File: config.mk
export PLATFORM = sky130hd
export DESIGN_NAME = efq_ram
export DESIGN_NICKNAME = d
export VERILOG_FILES = /design/src/rtl/efq_ram.sv
export SDC_FILE = /design/constraint.sdc
export NUM_CORES = 1
export LEC_CHECK = 0
export BUFFER_PORTS_ARGS = -buffer_cell sky130_fd_sc_hd__buf_2
export CAP_MARGIN = 10
export CORE_MARGIN = 1
export CORE_UTILIZATION = 52
export CTS_BUF_LIST = sky130_fd_sc_hd__clkbuf_2
export CTS_CLUSTER_DIAMETER = 60
export DETAILED_ROUTE_END_ITERATION = 8
export PLACE_DENSITY = 0.78
export SYNTH_ARGS = -nofsm -noshare
export SYNTH_HDL_FRONTEND = slang
export SYNTH_SLANG_ARGS = --single-unit
File: constraint.sdc
create_clock -name clk -period 1.1 [get_ports clk]
set_clock_uncertainty 0.05 [all_clocks]
set_input_delay 0 -clock clk [delete_from_list [all_inputs] [get_ports clk]]
set_output_delay 0 -clock clk [all_outputs]
set_load 0.05 [all_outputs]
File: src/rtl/efq_ram.sv
// Single-port-write, registered-read memory used for rings and rate tables.
module efq_ram #(
	parameter int DEPTH = 2,
	parameter int DW = 8,
	localparam int AW = (DEPTH > 1) ? $clog2(DEPTH) : 1
) (
	input  logic          clk,
	input  logic          we,
	input  logic [AW-1:0] waddr,
	input  logic [DW-1:0] wdata,
	input  logic [AW-1:0] raddr,
	output logic [DW-1:0] rdata
);
	logic [DW-1:0] mem_q [DEPTH];

	always_ff @(posedge clk) begin
		if (we) begin
			mem_q[waddr] <= wdata;
		end
	end

	always_ff @(posedge clk) begin
		rdata <= mem_q[raddr];
	end
endmodule

==> summary.txt <==
Timing
  – Sum Neg Setup Slack: 0 ns
  – Tmin final: 0.980 ns
  – Setup violations, final: 0
  – Unrepaired setup endpoints after global routing: false
  – Max Slew Vio Count: 0
  – Final Hold Fails: 0
  – Final Cycle Share: 0.891
  – Achievable Freq: 1020 MHz
  – Worst rel slew slack: 0.772
  – Slew at the pin with the worst max-slew slack: 0.342 ns
  – Fin worst setup slack: 0.120 ns

Routing
  – Via count: 381
  – DR iter-0 viols: 6
  – Post-route ant nets: 0
  – Drt first pass iters: 4
  – Routed wire per std cell: 11.6 um
  – Routed WL: 950 um
  – Vias per std cell: 4.65
  – DRC: 0

Logic synthesis
  – Synth warn: 0
  – Post-Synthesis Cells: 35
  – Post-synthesis sequential area ratio: 0.817
  – Syn Area/Cell: 22.4 um^2
  – Mapped cell area: 785 um^2
  – Post-synth top area share: 0.612
  – Distinct cells, synth: 6
  – FF+latch count, synth: 24
  – Top cells by area, synth: edfxtp_1 61%, dfxtp_1 20%, mux2_4 15%
  – Largest area contributor in the netlist: edfxtp_1
  – Synthesized net count: 47

GRT
  – Number of global-route vias before repair: 360
  – Initial antenna violation count: 0
  – Grt ovf: 0
  – Total GRT Usage: 0.144
  – First-pass GRT wire length: approximately 1400 um
  – Largest net degree at the start of global routing: 15

Clocking
  – Number of gates resized after CTS: 0
  – Clk slew on worst S/H paths: around 0.20 ns
  – Clock Latency Late Sink: 0.32 ns
  – CTS tree: done
  – Post-CTS Setup Bufs: 0
  – Clock Tree Root: clkbuf_2
  – CTS max path bufs: 2
  – Num CTS Buffers: 3
  – Clk sinks: 24
  – Htree depth: 1

Critical path
  – Crit path buffers/inverters: 1
  – CP startpoint kind: register
  – Crit-path max FO: 1
  – Cell family with most CP delay: flip-flops
  – Critical path arrival: a little over 0.9 ns
  – RR Endpoint: rdata[7]
  – Worst R2R Path Depth: 1
  – Data required, critical path: 1.05 ns
  – R2r setup slk: 0.27 ns
  – Worst-path cell chain: buf_2
  – Crit. Startpoint: rdata[0]
  – CP Capture Type: primary output
  – Kind of critical path: register to primary output
  – Slowest stage cell, crit path: dfxtp_1
  – CP max stage delay: 0.36 ns
  – Reg2reg start: mem_q[0][7]

Power
  – Pwr dens: 1790 mW/mm^2
  – Worst VDD drop: about 0.0013 V
  – Leakage power: 0.433 nW

Finish
  – Fillers: between 80 and 90
  – Multi-input combinational cell area: 133 um^2
  – Most common cell after layout, fill and taps aside: buf_2
  – Diode count: 0
  – Share of cells above drive strength 1: 0.493
  – Most frequent cells in the layout: 19 x buf_2, 16 x edfxtp_1, 8 x mux2_4, 8 x dlygate4sd3_1, 8 x dfxtp_1
  – Seq. cell area: 641 um^2
  – Layout Nets: 80
  – Area added between synthesis and finish: 30.9%

Floorplan
  – Total die area: ~0.0017 mm^2
  – Initial cell density of the core: 0.581
  – Die width: 40.8 um
  – Row cnt: 13
  – Core area: 0.00135 mm^2
  – Die height: 40.8 um
  – Io pins: 20

Flow run
  – Max-cap violations: 0

Hold path
  – Worst hold path type: primary input to register
  – Hold path endpoint: rdata[1]
  – Hold path depth: 2
  – Hold_sp: raddr

Placed design
  – Place WS: around 0.29 ns
  – Routability Congestion: 0.720
  – Number of port buffers: 19

Status
  – Status: finished, final reports clean
==> metrics by stage <==
step / area [um^2] / instances / util / hold slack, ns / power (mW)
after floorplan: 785 / 35 / - / 0.0489 / 1.23
after global placement: 902 / 70 / 0.668 / 0.139 / 1.28
after detailed placement: 902 / 70 / 0.668 / 0.141 / 1.29
after CTS: 1030 / 82 / 0.761 / 0.0350 / 1.85
after global routing: 1030 / 82 / 0.761 / 0.0322 / 1.90
final: 1030 / 82 / 0.761 / 0.0492 / 1.84
==> worst max path at each step <==
stage | endpoint | slack, ns | depth (start not counted)
after floorplan | mem_q[0][0] | 0.26 | 1
after global placement | mem_q[1][2] | 0.31 | 2
after detailed placement | mem_q[1][2] | 0.29 | 2
after CTS | rdata[7] | 0.10 | 1
after global routing | rdata[6] | 0.05 | 1
final | rdata[0] | 0.12 | 1
==> state kept, by name (all words and copies together) (netlist names) <==
name / cells
rdata: 8
mem_q: 16
==> cell usage after synthesis (all sizes together) <==
cell    number
edfxtp      16
dfxtp        8
mux2         8
and2         1
buf          1
nor2b        1
==> power breakdown <==
group / leakage, nW / internal [mW] / total [mW] / switching (mW)
logic: 0.189 / 0.0955 / 0.237 / 0.142
clock network: 0.0266 / 0.314 / 0.550 / 0.237
registers: 0.218 / 1.03 / 1.05 / 0.0153
==> metal layers <==
| layer | global-route usage | share of wire |
|---|---|---|
| met2 | 0.242 | 0.52 |
| met4 | 0.0500 | 0 |
| met5 | 0 | 0 |
| met3 | 0.0652 | 0.056 |
| met1 | 0.159 | 0.42 |
==> repair_timing <==
| item | 4_1_cts | 5_1_grt |
|---|---|---|
| hold buffers | 8 | 0 |
| setup endpoints to repair | 0 | 0 |
| hold endpoints to repair | 16 | 0 |
==> area by class of cell <==
class	count	area share
Sequential cell	24	0.624
Clock buffer	3	0.0146
Tap cell	15	0.0183
Clock inverter	1	0.0292
Timing Repair Buffer	29	0.185
Multi-Input combinational cell	10	0.129
==> kinds of logic after synthesis <==
group,synth area share
buffers and inverters,0.0144
flip-flops,0.817
multiplexers,0.153
AND/OR/NAND/NOR,0.0160
Power figures use the tool's default switching activity.
