File: src/rtl/efq_pkg.sv
// Shared types, codes and defaults of the event fan-out queue engine.
package efq_pkg;

	localparam int QUEUES_DEF     = 8;
	localparam int HANDLES_DEF    = 16;
	localparam int RING_DEPTH_DEF = 32;
	localparam int DATA_WIDTH_DEF = 64;

	localparam int CFG_IDX_W  = 2;
	localparam int CFG_DATA_W = 5;

	typedef enum logic [2:0] {
		CMD_INGEST, CMD_CREATE, CMD_DESTROY, CMD_ENABLE,
		CMD_DISABLE, CMD_RATE, CMD_HAS, CMD_READ
	} cmd_t;

	typedef enum logic [1:0] {
		KIND_STATUS, KIND_EVENT, KIND_WAKE, KIND_UPDATE
	} kind_t;

	typedef enum logic [1:0] {
		ST_OK, ST_INVAL, ST_NOFREE, ST_UNSUP
	} status_t;

	typedef enum logic [CFG_IDX_W-1:0] {
		CFG_SENSOR_COUNT, CFG_WAKE_CAP, CFG_BACKEND, CFG_NONE
	} cfg_idx_t;

	typedef enum logic [3:0] {
		S_IDLE, S_DEC, S_ING, S_SRD, S_SACC, S_SOUT, S_RRD, S_RDAT, S_FIN
	} state_t;

	typedef struct packed {
		cmd_t               cmd;
		logic [3:0]         queue_id;
		logic [4:0]         sensor_handle;
		logic               want_wake;
		logic signed [31:0] req_period;
		logic signed [31:0] req_batch;
		logic [5:0]         read_count;
		logic [63:0]        event_data;
	} efq_in_t;

	typedef struct packed {
		kind_t       kind;
		status_t     status;
		logic [5:0]  value;
		logic [3:0]  out_queue;
		logic [3:0]  out_handle;
		logic [63:0] out_data;
		logic        drive_enable;
		logic        enable_changed;
		logic [30:0] drive_period;
		logic [30:0] drive_batch;
		logic        rate_changed;
		logic        last;
	} efq_out_t;

	typedef struct packed {
		logic clr;
		logic step;
		logic hit;
	} agg_ctl_t;

	// Negative requests mean default or no batching and are kept as zero.
	function automatic logic [30:0] clamp_req(input logic signed [31:0] v);
		return v[31] ? 31'd0 : v[30:0];
	endfunction

endpackage

File: src/rtl/efq_agg.sv
// Shared accumulate-and-compare unit for the per-handle aggregate scan.
module efq_agg (
	input  logic              clk,
	input  logic              arst_n,
	input  efq_pkg::agg_ctl_t ctl,
	input  logic [30:0]       period,
	input  logic [30:0]       batch,
	output logic              any_q,
	output logic [30:0]       per_q,
	output logic [30:0]       bat_q
);
	import efq_pkg::*;

	always_ff @(posedge clk or negedge arst_n) begin
		if (!arst_n) begin
			any_q <= 1'b0;
			per_q <= '0;
			bat_q <= '0;
		end else if (ctl.clr) begin
			any_q <= 1'b0;
			per_q <= '0;
			bat_q <= '0;
		end else if (ctl.step && ctl.hit) begin
			any_q <= 1'b1;
			// Zero means no request; keep the smallest nonzero value.
			if (period != '0 && (per_q == '0 || period < per_q)) begin
				per_q <= period;
			end
			if (batch != '0 && (bat_q == '0 || batch < bat_q)) begin
				bat_q <= batch;
			end
		end
	end
endmodule

File: config.mk
export PLATFORM = sky130hd
export DESIGN_NAME = efq_agg
export DESIGN_NICKNAME = d
export VERILOG_FILES = /design/src/rtl/efq_pkg.sv /design/src/rtl/efq_agg.sv
export SDC_FILE = /design/constraint.sdc
export NUM_CORES = 1
export LEC_CHECK = 0
export BUFFER_PORTS_ARGS = -buffer_cell sky130_fd_sc_hd__buf_2
export CAP_MARGIN = 20
export CORE_UTILIZATION = 54
export DETAILED_ROUTE_END_ITERATION = 10
export PLACE_DENSITY_LB_ADDON = 0.2
export SLEW_MARGIN = 40
export SYNTH_ARGS = -nofsm -noshare
export SYNTH_HDL_FRONTEND = slang
export SYNTH_SLANG_ARGS = --single-unit
File: constraint.sdc
create_clock -name clk -period 2.61 [get_ports clk]
set_input_delay 0.3915 -clock clk [delete_from_list [all_inputs] [get_ports clk]]
set_output_delay 0.3915 -clock clk [all_outputs]
set_load 0.01 [all_outputs]
==> results.yml, run 1 <==
grt:
  antenna_found_initial: 0
  track_usage: 0.266
  grt_pass1_vias: 4336
  grt_pass1_wl_um: 20500
  grt_overflow: 0
  grt_max_degree: 63
synth:
  ys.flop_type: "dfrtp_1"
  async_flop_share: 1.00
  synth_cells: 521
  synth_cell_types: 34
  ys_ff_latch: 63
  synth_warnings: 0
  syn_nets: 648
  syn_area_per_cell_um2: 9.42
  synth_commonest_cells: "nand2b_1 (126), dfrtp_1 (63), mux2i_1 (62)"
  yosysTopAreaCellShare: 0.321
  synth.area.top_cells: "dfrtp_1 (32%), nand2b_1 (16%), ha_1 (15%)"
  synthesis.area_um2: 4910
  synthMostInstantiatedCell: "nand2b_1"
  synth_top_area_cell: "dfrtp_1"
  synth_edf_count: 0
  yosysSeqAreaShare: 0.321
floorplanning:
  fp-row-count: 34
  die_y_um: 97.3
  die_area_um2: 9470
  initial_core_util: 0.560
  core_um2: 8760
  io_pins: 130
  die_w_um: 97.3
worst_setup_path:
  crit_chain: "inv_1 -> ha_1 -> nand4_1 -> or3_4 -> nor3_4 -> o311ai_2 -> a31oi_4 -> buf_12 -> buf_12 -> mux2i_1"
  worstPathRequired_ns: 2.88
  crit_path_frequent_cell: "buf_12"
  cp-endpoint: "bat_q[15]"
  critPathBufInv: 3
  endpoint_kind: "flop"
  cpPeakStageDelay_ns: 0.45
  r2r_start: "bat_q[30]"
  critPathSlowestCell: "or3_4"
  startpoint_type: "flop"
  cp_num_cells: 10
  crit_fanout: 9
  rr_worst_depth: 10
  r2r_end: "bat_q[15]"
  r2r_setup_slack_ns: 0.07
  cp-startpoint: "bat_q[30]"
  crit_family: "simple AND/OR/NAND/NOR gates"
  criticalPathCategory: "reg2reg"
  arrival_ns: 2.81
clock_network:
  cts_hold_buffers: 0
  cts_tree: "yes"
  cts_sinks: 63
  cts_buffer_depth: 2
  cts-buffers-inserted: 9
  h-tree-depth: 3
  root_buffer: "clkbuf_8"
  insertion_delay_ns: 0.35
  clkTransAtPathRegs_ns: 0.08
timing:
  tightest_slew_ns: 0.588
  rsz0062_at_grt: "yes"
  period_minus_slack_ns: 2.54
  final_max_slew_viol_count: 0
  slew_headroom: 0.607
  fmax_ghz: 0.393
  skew_ns: 0.0143
  finalHoldViolations: 0
  setup_viol: 0
  post-route-period-util: 0.974
  tns_ns: 0
detailed_routing:
  routed_via_density: 5.58
  wire_per_inst_um: 16.0
  vias: 4308
  dr.pass1.iters: 4
  antenna_left: 0
  route.detailed.drc: 0
  routed_wirelength_um: 12300
  drt_first_iter_violations: 170
job:
  cap_violations: 0
power:
  power_w: 0.00337
  irDropWorstVdd_mv: 0.282
  p_leak_nw: 3.16
  pwr_density_cell_nw_per_um2: 558
min_path:
  hold_path_class: "in2async"
cells_and_area:
  areaGrowthSynthToFinish_pct: 22.9
  final_core_util: 0.688
  diodes: 0
  nFillCells: 708
  nets: 787
  drive_above_1_share: 0.255
outcome:
  status: "completed"
placed_design:
  dp_hpwl_um: 9170
  place.port_buffers: 129
  place_congestion: 0.820
cells in the final DEF (no fill, tap or decap), types with 12 or more instances in the layout:
cell type	n
dfrtp_1	63
nor4_1	28
nand4_1	17
buf_2	128
ha_1	60
a21oi_1	22
inv_1	60
mux2i_1	62
nand2b_1	126
buf_4	12
power by group:
| part | internal, W | switching (W) | total [W] |
|---|---|---|---|
| registers | 0.00109 | 0.000133 | 0.00122 |
| clock network | 0.000487 | 0.000396 | 0.000883 |
| logic | 0.000608 | 0.000654 | 0.00126 |
| total | 0.00218 | 0.00118 | 0.00337 |
registers in the layout, summed over array words and instances, names as in the netlist:
| signal | cells |
|---|---|
| any_q | 1 |
| per_q | 31 |
| bat_q | 31 |
final cells by class:
type                    count  area, um^2  share of cell area
well taps                 108         135              0.0224
flip-flops and latches     63        1580               0.261
inverters                  60         225              0.0373
multi-input cells         379        3020               0.500
clock inverters             3        42.5             0.00705
repair buffers            147         881               0.146
clock buffers              12         155              0.0257
worst register-to-register path: stages, from the launching register on:
cell and delay [ns]:
dfrtp_1 0.40, inv_1 0.06, ha_1 0.34, nand4_1 0.16, or3_4 0.45, nor3_4 0.16
o311ai_2 0.16, a31oi_4 0.23, buf_12 0.15, buf_12 0.14, mux2i_1 0.22
metal layers:
metal	GRT usage	vias to the layer above	wire length, um	part of all wire
met5	0	-	0	0
met4	0.0962	0	240	0.019
met3	0.0496	23	659	0.054
met2	0.425	140	5590	0.45
met1	0.361	2044	5820	0.47
li1	-	2101	-	-
cells by family after synthesis:
kind of cell,count (synthesis),synth area share
and+or+nand+nor,207,0.254
buffers and inverters,79,0.0719
muxes,62,0.126
DFF,63,0.321
AOI/OAI and AO/OA,50,0.0734
adders and majority gates,60,0.153
how the worst min path moves through the flow:
| stage | start | end | slack [ns] | cells past startpoint |
|---|---|---|---|---|
| floorplan | arst_n | any_q | 0.1 | 0 |
| global route | arst_n | per_q[9] | 0.06 | 1 |
| CTS | arst_n | per_q[9] | 0.04 | 1 |
| global placement | any_q | any_q | 0.47 | 2 |
| finish | arst_n | per_q[9] | 0.03 | 1 |
| detailed placement | arst_n | per_q[9] | 0.42 | 1 |
stage by stage:
stage,area (um^2),hold WS (ns),std cells,setup slack [ns]
after floorplan,4910,0.0959,521,0.253
after global placement,5700,0.472,751,0.0476
after detailed placement,5700,0.421,751,-0.0592
after CTS,5900,0.0397,766,0.0221
after global routing,6030,0.0605,772,-0.0285
final,6030,0.0255,772,0.0671
timing repair:
action                     4_1_cts  5_1_grt
resized for setup                1        6
setup endpoints to repair        1       39
pin swaps                        1        4
gates cloned                     0        2
setup buffers                    0        4
Power figures use the tool's default switching activity.
==> inputs of run 2 (changes only) <==
==> constraint.sdc (replaced) <==
create_clock -name clk -period 2.4 [get_ports clk]
set_input_delay 0.36 -clock clk [delete_from_list [all_inputs] [get_ports clk]]
set_output_delay 0.36 -clock clk [all_outputs]
set_load 0.01 [all_outputs]
==> run 2 against run 1 <==
  * The flow now finishes with violations (setup timing)
  * Maximum frequency grew 2.4%
  * Worst setup slack got worse by 0.15 ns
  * Design area is 13% higher
  * Clock power rose by 25%
  * Cell count increased by 8.3%
  * Wire length increased by 18%
  * Sequential cell count unchanged
  * Critical endpoint is now per_q[11]
  * Highest routed layer unchanged
==> results.yml, run 2 (same netlist as run 1, synthesis figures left out) <==
outcome:
  status: "complete, but fails checks"
  violations: "setup timing"
worst_setup_path:
  startpoint_type: "flop"
  critPathSlowestCell: "a2111o_1"
  criticalPathCategory: "reg2reg"
  crit_fanout: 5
  cp-startpoint: "per_q[13]"
  worstPathRequired_ns: 2.66
  endpoint_kind: "flop"
  r2r_start: "per_q[13]"
  cpPeakStageDelay_ns: 0.45
  arrival_ns: 2.75
  r2r_setup_slack_ns: -0.08
  rr_worst_depth: 10
  cp-endpoint: "per_q[11]"
  crit_chain: "inv_1 -> ha_4 -> nand4_1 -> nor3_2 -> a2111oi_4 -> a2111o_1 -> a31oi_4 -> buf_6 -> clkbuf_16 -> mux2i_1"
  r2r_end: "per_q[11]"
grt:
  grt_pass1_vias: 4474
  grt_pass1_wl_um: 21400
  grt_max_degree: 126
  track_usage: 0.280
  grt_overflow: 0
  antenna_found_initial: 0
detailed_routing:
  routed.top_layer: "met4"
  dr.pass1.iters: 5
  routed_wirelength_um: 14600
  drt_first_iter_violations: 242
  antenna_left: 0
  routed_via_density: 5.67
  vias: 4737
  route.detailed.drc: 0
  wl_met2_um: 6980
  dr_wl_met3_um: 855
  wl_met1_um: 6430
  wire_per_inst_um: 17.4
power:
  irDropWorstVdd_mv: 0.290
  pwr_density_cell_nw_per_um2: 613
  p_leak_nw: 3.54
placed_design:
  place.port_buffers: 129
  placed_cell_area_um2: 6120
  post-place-cells: 805
  dp_hpwl_um: 9740
  place_congestion: 0.853
floorplanning:
  die_w_um: 97.3
  fp-row-count: 34
  io_pins: 130
  initial_core_util: 0.560
  core_um2: 8760
  die_area_um2: 9470
  die_y_um: 97.3
timing:
  fin_ws_ns: -0.0836
  skew_ns: 0.0144
  period_minus_slack_ns: 2.48
  rsz0062_at_grt: "yes"
  post-route-period-util: 1.03
  slew_headroom: 0.597
  hold_slack_ns: 0.0193
  finalHoldViolations: 0
  setup_viol: 41
  tns_ns: -1.86
  fmax_ghz: 0.403
  tightest_slew_ns: 0.604
  final_max_slew_viol_count: 0
clock_network:
  cts_sinks: 63
  root_buffer: "clkbuf_8"
  h-tree-depth: 3
  cts_tree: "yes"
  cts_buffer_depth: 2
  insertion_delay_ns: 0.35
  clkTransAtPathRegs_ns: 0.07
  cts-buffers-inserted: 9
cells_and_area:
  stdcell_count: 836
  areaGrowthSynthToFinish_pct: 39.0
  drive_above_1_share: 0.359
  final_common_cell: "buf_2"
  diodes: 0
  largest_registers: "bat_q (31), per_q (31), any_q (1)"
  final_cell_area_um2: 6820
  nets: 851
  final_cell_mix: "buf_2 (129), nand2b_1 (126), buf_4 (68)"
  nFillCells: 594
min_path:
  hold_path_class: "in2async"
job:
  cap_violations: 0
## run 2: changes by cell type in the layout (fill, tap and decap cells not counted), sizes merged
cell and change:
buf +62, clkbuf +2, bufinv +1, clkinvlp -1
## run 2: final cells by class
type	instances	area [um^2]	share of cell area
multi-input combinational	379	3230	0.473
inverter	60	225	0.0330
clock buffer	12	165	0.0242
tap	108	135	0.0198
timing repair buffer	211	1420	0.209
clock inverter	3	65.1	0.00954
sequential	63	1580	0.231
## run 2: per-stage QoR
stage / setup WS [ns] / utilization / total power [W]
2_1_floorplan: 0.0429 / - / 0.00216
3_3_place_gp: -0.0742 / 0.698 / 0.00272
3_5_place_dp: -0.140 / 0.698 / 0.00278
4_1_cts: -0.0444 / 0.736 / 0.00395
5_1_grt: -0.168 / 0.778 / 0.00439
6_report: -0.0836 / 0.778 / 0.00418
## run 2: worst max-delay path: cells and delay by family (launching register included)
kind	cells	cell delay (ns)
simple gates	2	0.45
compound gates	3	0.74
buf+inv	3	0.38
mux	1	0.20
fa+ha+maj	1	0.28
flops	1	0.36
## run 2: how the worst min path moves through the flow
stage,start,endpoint
after global placement,arst_n,per_q[10]
after floorplan,arst_n,any_q
final,arst_n,per_q[11]
after detailed placement,arst_n,per_q[10]
after CTS,arst_n,per_q[17]
after global routing,arst_n,per_q[18]
## run 2: layer usage
metal  track usage  vias up
met4         0.107        0
met3        0.0374       33
met2         0.447      189
li1              -     2230
met5             0        -
met1         0.389     2285
## run 2: repair_timing
| item | 4_1_cts | 5_1_grt |
|---|---|---|
| buffers inserted | 2 | 11 |
| endpoints found under the hold margin | 0 | 0 |
| pin swaps | 7 | 18 |
| gates resized for setup | 10 | 36 |
| cloned | 1 | 4 |
| endpoints found under the setup margin | 52 | 62 |
| hold buffers | 0 | 0 |
## run 2: report_power, final
part           internal [W]  switching (W)
Combinational      0.000891       0.000896
Sequential          0.00119       0.000108
Clock              0.000663       0.000436
==> inputs of run 3 (changes only) <==
--- a/config.mk
+++ b/config.mk
@@ -9,6 +9,7 @@
 export CAP_MARGIN = 20
 export CORE_UTILIZATION = 54
 export DETAILED_ROUTE_END_ITERATION = 10
+export MAX_ROUTING_LAYER = met4
 export PLACE_DENSITY_LB_ADDON = 0.2
 export SLEW_MARGIN = 40
 export SYNTH_ARGS = -nofsm -noshare
==> run 3 against run 2 <==
  * The run still ends with setup timing left
  * Sequential power hardly changed
  * Core utilization is 0.057 points higher
  * Via count is 0.21% lower
  * Die area stayed put
  * Sequential cell count stayed put
  * Register-to-register slack hardly changed
  * Wire length is 0.37% higher
  * Global-route usage is 0.86 points higher
  * Worst setup slack worse by 0.0064 ns
  * Power is 0.29% higher
  * Sequential share of layout area hardly changed
  * Count of clock-buffer cells in the layout stayed put
  * Critical path type unchanged
==> results.yml, run 3 (same netlist as run 1, synthesis figures left out) <==
grt:
  grt_pass1_vias: 4475
  grt_max_degree: 126
  track_usage: 0.289
  grt_overflow: 0
  grt_pass1_wl_um: 21400
  antenna_found_initial: 0
timing:
  finalHoldViolations: 0
  fmax_ghz: 0.402
  period_minus_slack_ns: 2.49
  tightest_slew_ns: 0.597
  final_max_slew_viol_count: 0
  rsz0062_at_grt: "yes"
  setup_viol: 37
  slew_headroom: 0.602
  post-route-period-util: 1.04
  tns_ns: -1.93
  hold_slack_ns: 0.00690
  skew_ns: 0.0155
  fin_ws_ns: -0.0900
power:
  irDropWorstVdd_mv: 0.291
  power_w: 0.00419
  pwr_density_cell_nw_per_um2: 614
  p_leak_nw: 3.55
clock_network:
  cts-buffers-inserted: 9
  insertion_delay_ns: 0.35
  cts_hold_buffers: 0
  cts_buffer_depth: 2
  root_buffer: "clkbuf_8"
  cts_tree: "yes"
  clkTransAtPathRegs_ns: 0.07
  cts_sinks: 63
  h-tree-depth: 3
detailed_routing:
  drt_first_iter_violations: 285
  wire_per_inst_um: 17.5
  routed_via_density: 5.65
  vias: 4727
  route.detailed.drc: 0
  routed_wirelength_um: 14600
  dr.pass1.iters: 7
  antenna_left: 0
worst_setup_path:
  cpPeakStageDelay_ns: 0.45
  arrival_ns: 2.76
  startpoint_type: "flop"
  crit_fanout: 5
  crit_chain: "inv_1 -> ha_4 -> nand4_1 -> nor3_2 -> a2111oi_4 -> a2111o_1 -> a31oi_4 -> buf_6 -> clkbuf_16 -> mux2i_1"
  critPathBufInv: 3
  crit_family: "compound AO/OA/AOI/OAI gates"
  critPathSlowestCell: "a2111o_1"
  worstPathRequired_ns: 2.67
  endpoint_kind: "flop"
  criticalPathCategory: "reg2reg"
floorplanning:
  core_um2: 8760
  die_area_um2: 9470
  initial_core_util: 0.560
  fp-row-count: 34
  die_w_um: 97.3
  die_y_um: 97.3
  io_pins: 130
cells_and_area:
  areaGrowthSynthToFinish_pct: 39.1
  largest_registers: "bat_q (31), per_q (31), any_q (1)"
  final_cell_mix: "buf_2 (129), nand2b_1 (126), buf_4 (68)"
  final_common_cell: "buf_2"
  diodes: 0
  final_core_util: 0.779
  nets: 851
  drive_above_1_share: 0.359
outcome:
  violations: "setup timing"
  status: "complete, but fails checks"
placed_design:
  place_congestion: 0.866
  dp_hpwl_um: 9740
  place.port_buffers: 129
min_path:
  hold_path_class: "in2async"
job:
  cap_violations: 0
## run 3: metal layers
layer  wire length [um]  GRT usage  part of all wire
met2               7020      0.446              0.48
met3                909     0.0468             0.062
met5                  0          -                 0
met1               6370      0.390              0.44
met4                316     0.0939             0.022
## run 3: final timing paths
path / cells after the start / from / end / slack [ns]
max: 10 / per_q[13] / per_q[11] / -0.09
min: 1 / arst_n / per_q[11] / 0.007
max reg2reg: 10 / per_q[13] / per_q[11] / -0.09
min reg2reg: 2 / any_q / any_q / 0.50
max in group asynchronous: 2 / arst_n / bat_q[1] / 1.75
min in group clk: 3 / period[5] / per_q[5] / 0.29
## run 3: timing repair
action	CTS	global route
pin swaps	7	18
gates resized for setup	10	37
gates cloned	1	4
setup buffers	2	11
setup endpoints to repair	52	62
## run 3: metrics by stage
step / cells / setup WS, ns / instance area, um^2
after global placement: 805 / -0.0742 / 6120
after detailed placement: 805 / -0.140 / 6120
final: 836 / -0.0900 / 6820
after floorplan: 521 / 0.0429 / 4910
after CTS: 823 / -0.0444 / 6450
after global routing: 836 / -0.174 / 6820
## run 3: final cells by class
| cell class | instances | area [um^2] |
|---|---|---|
| repair buffers | 211 | 1420 |
| clock buffers | 12 | 165 |
| inverters | 60 | 225 |
| flip-flops and latches | 63 | 1580 |
| well taps | 108 | 135 |
| fillers | 594 | 1940 |
| multi-input cells | 379 | 3230 |
| clock inverters | 3 | 65.1 |
## run 3: power by group
group          total (W)  internal, W  switching [W]  leakage, nW
Sequential       0.00129      0.00119       0.000108        0.866
Clock            0.00111     0.000663       0.000443        0.118
Combinational    0.00179     0.000894       0.000897         2.56
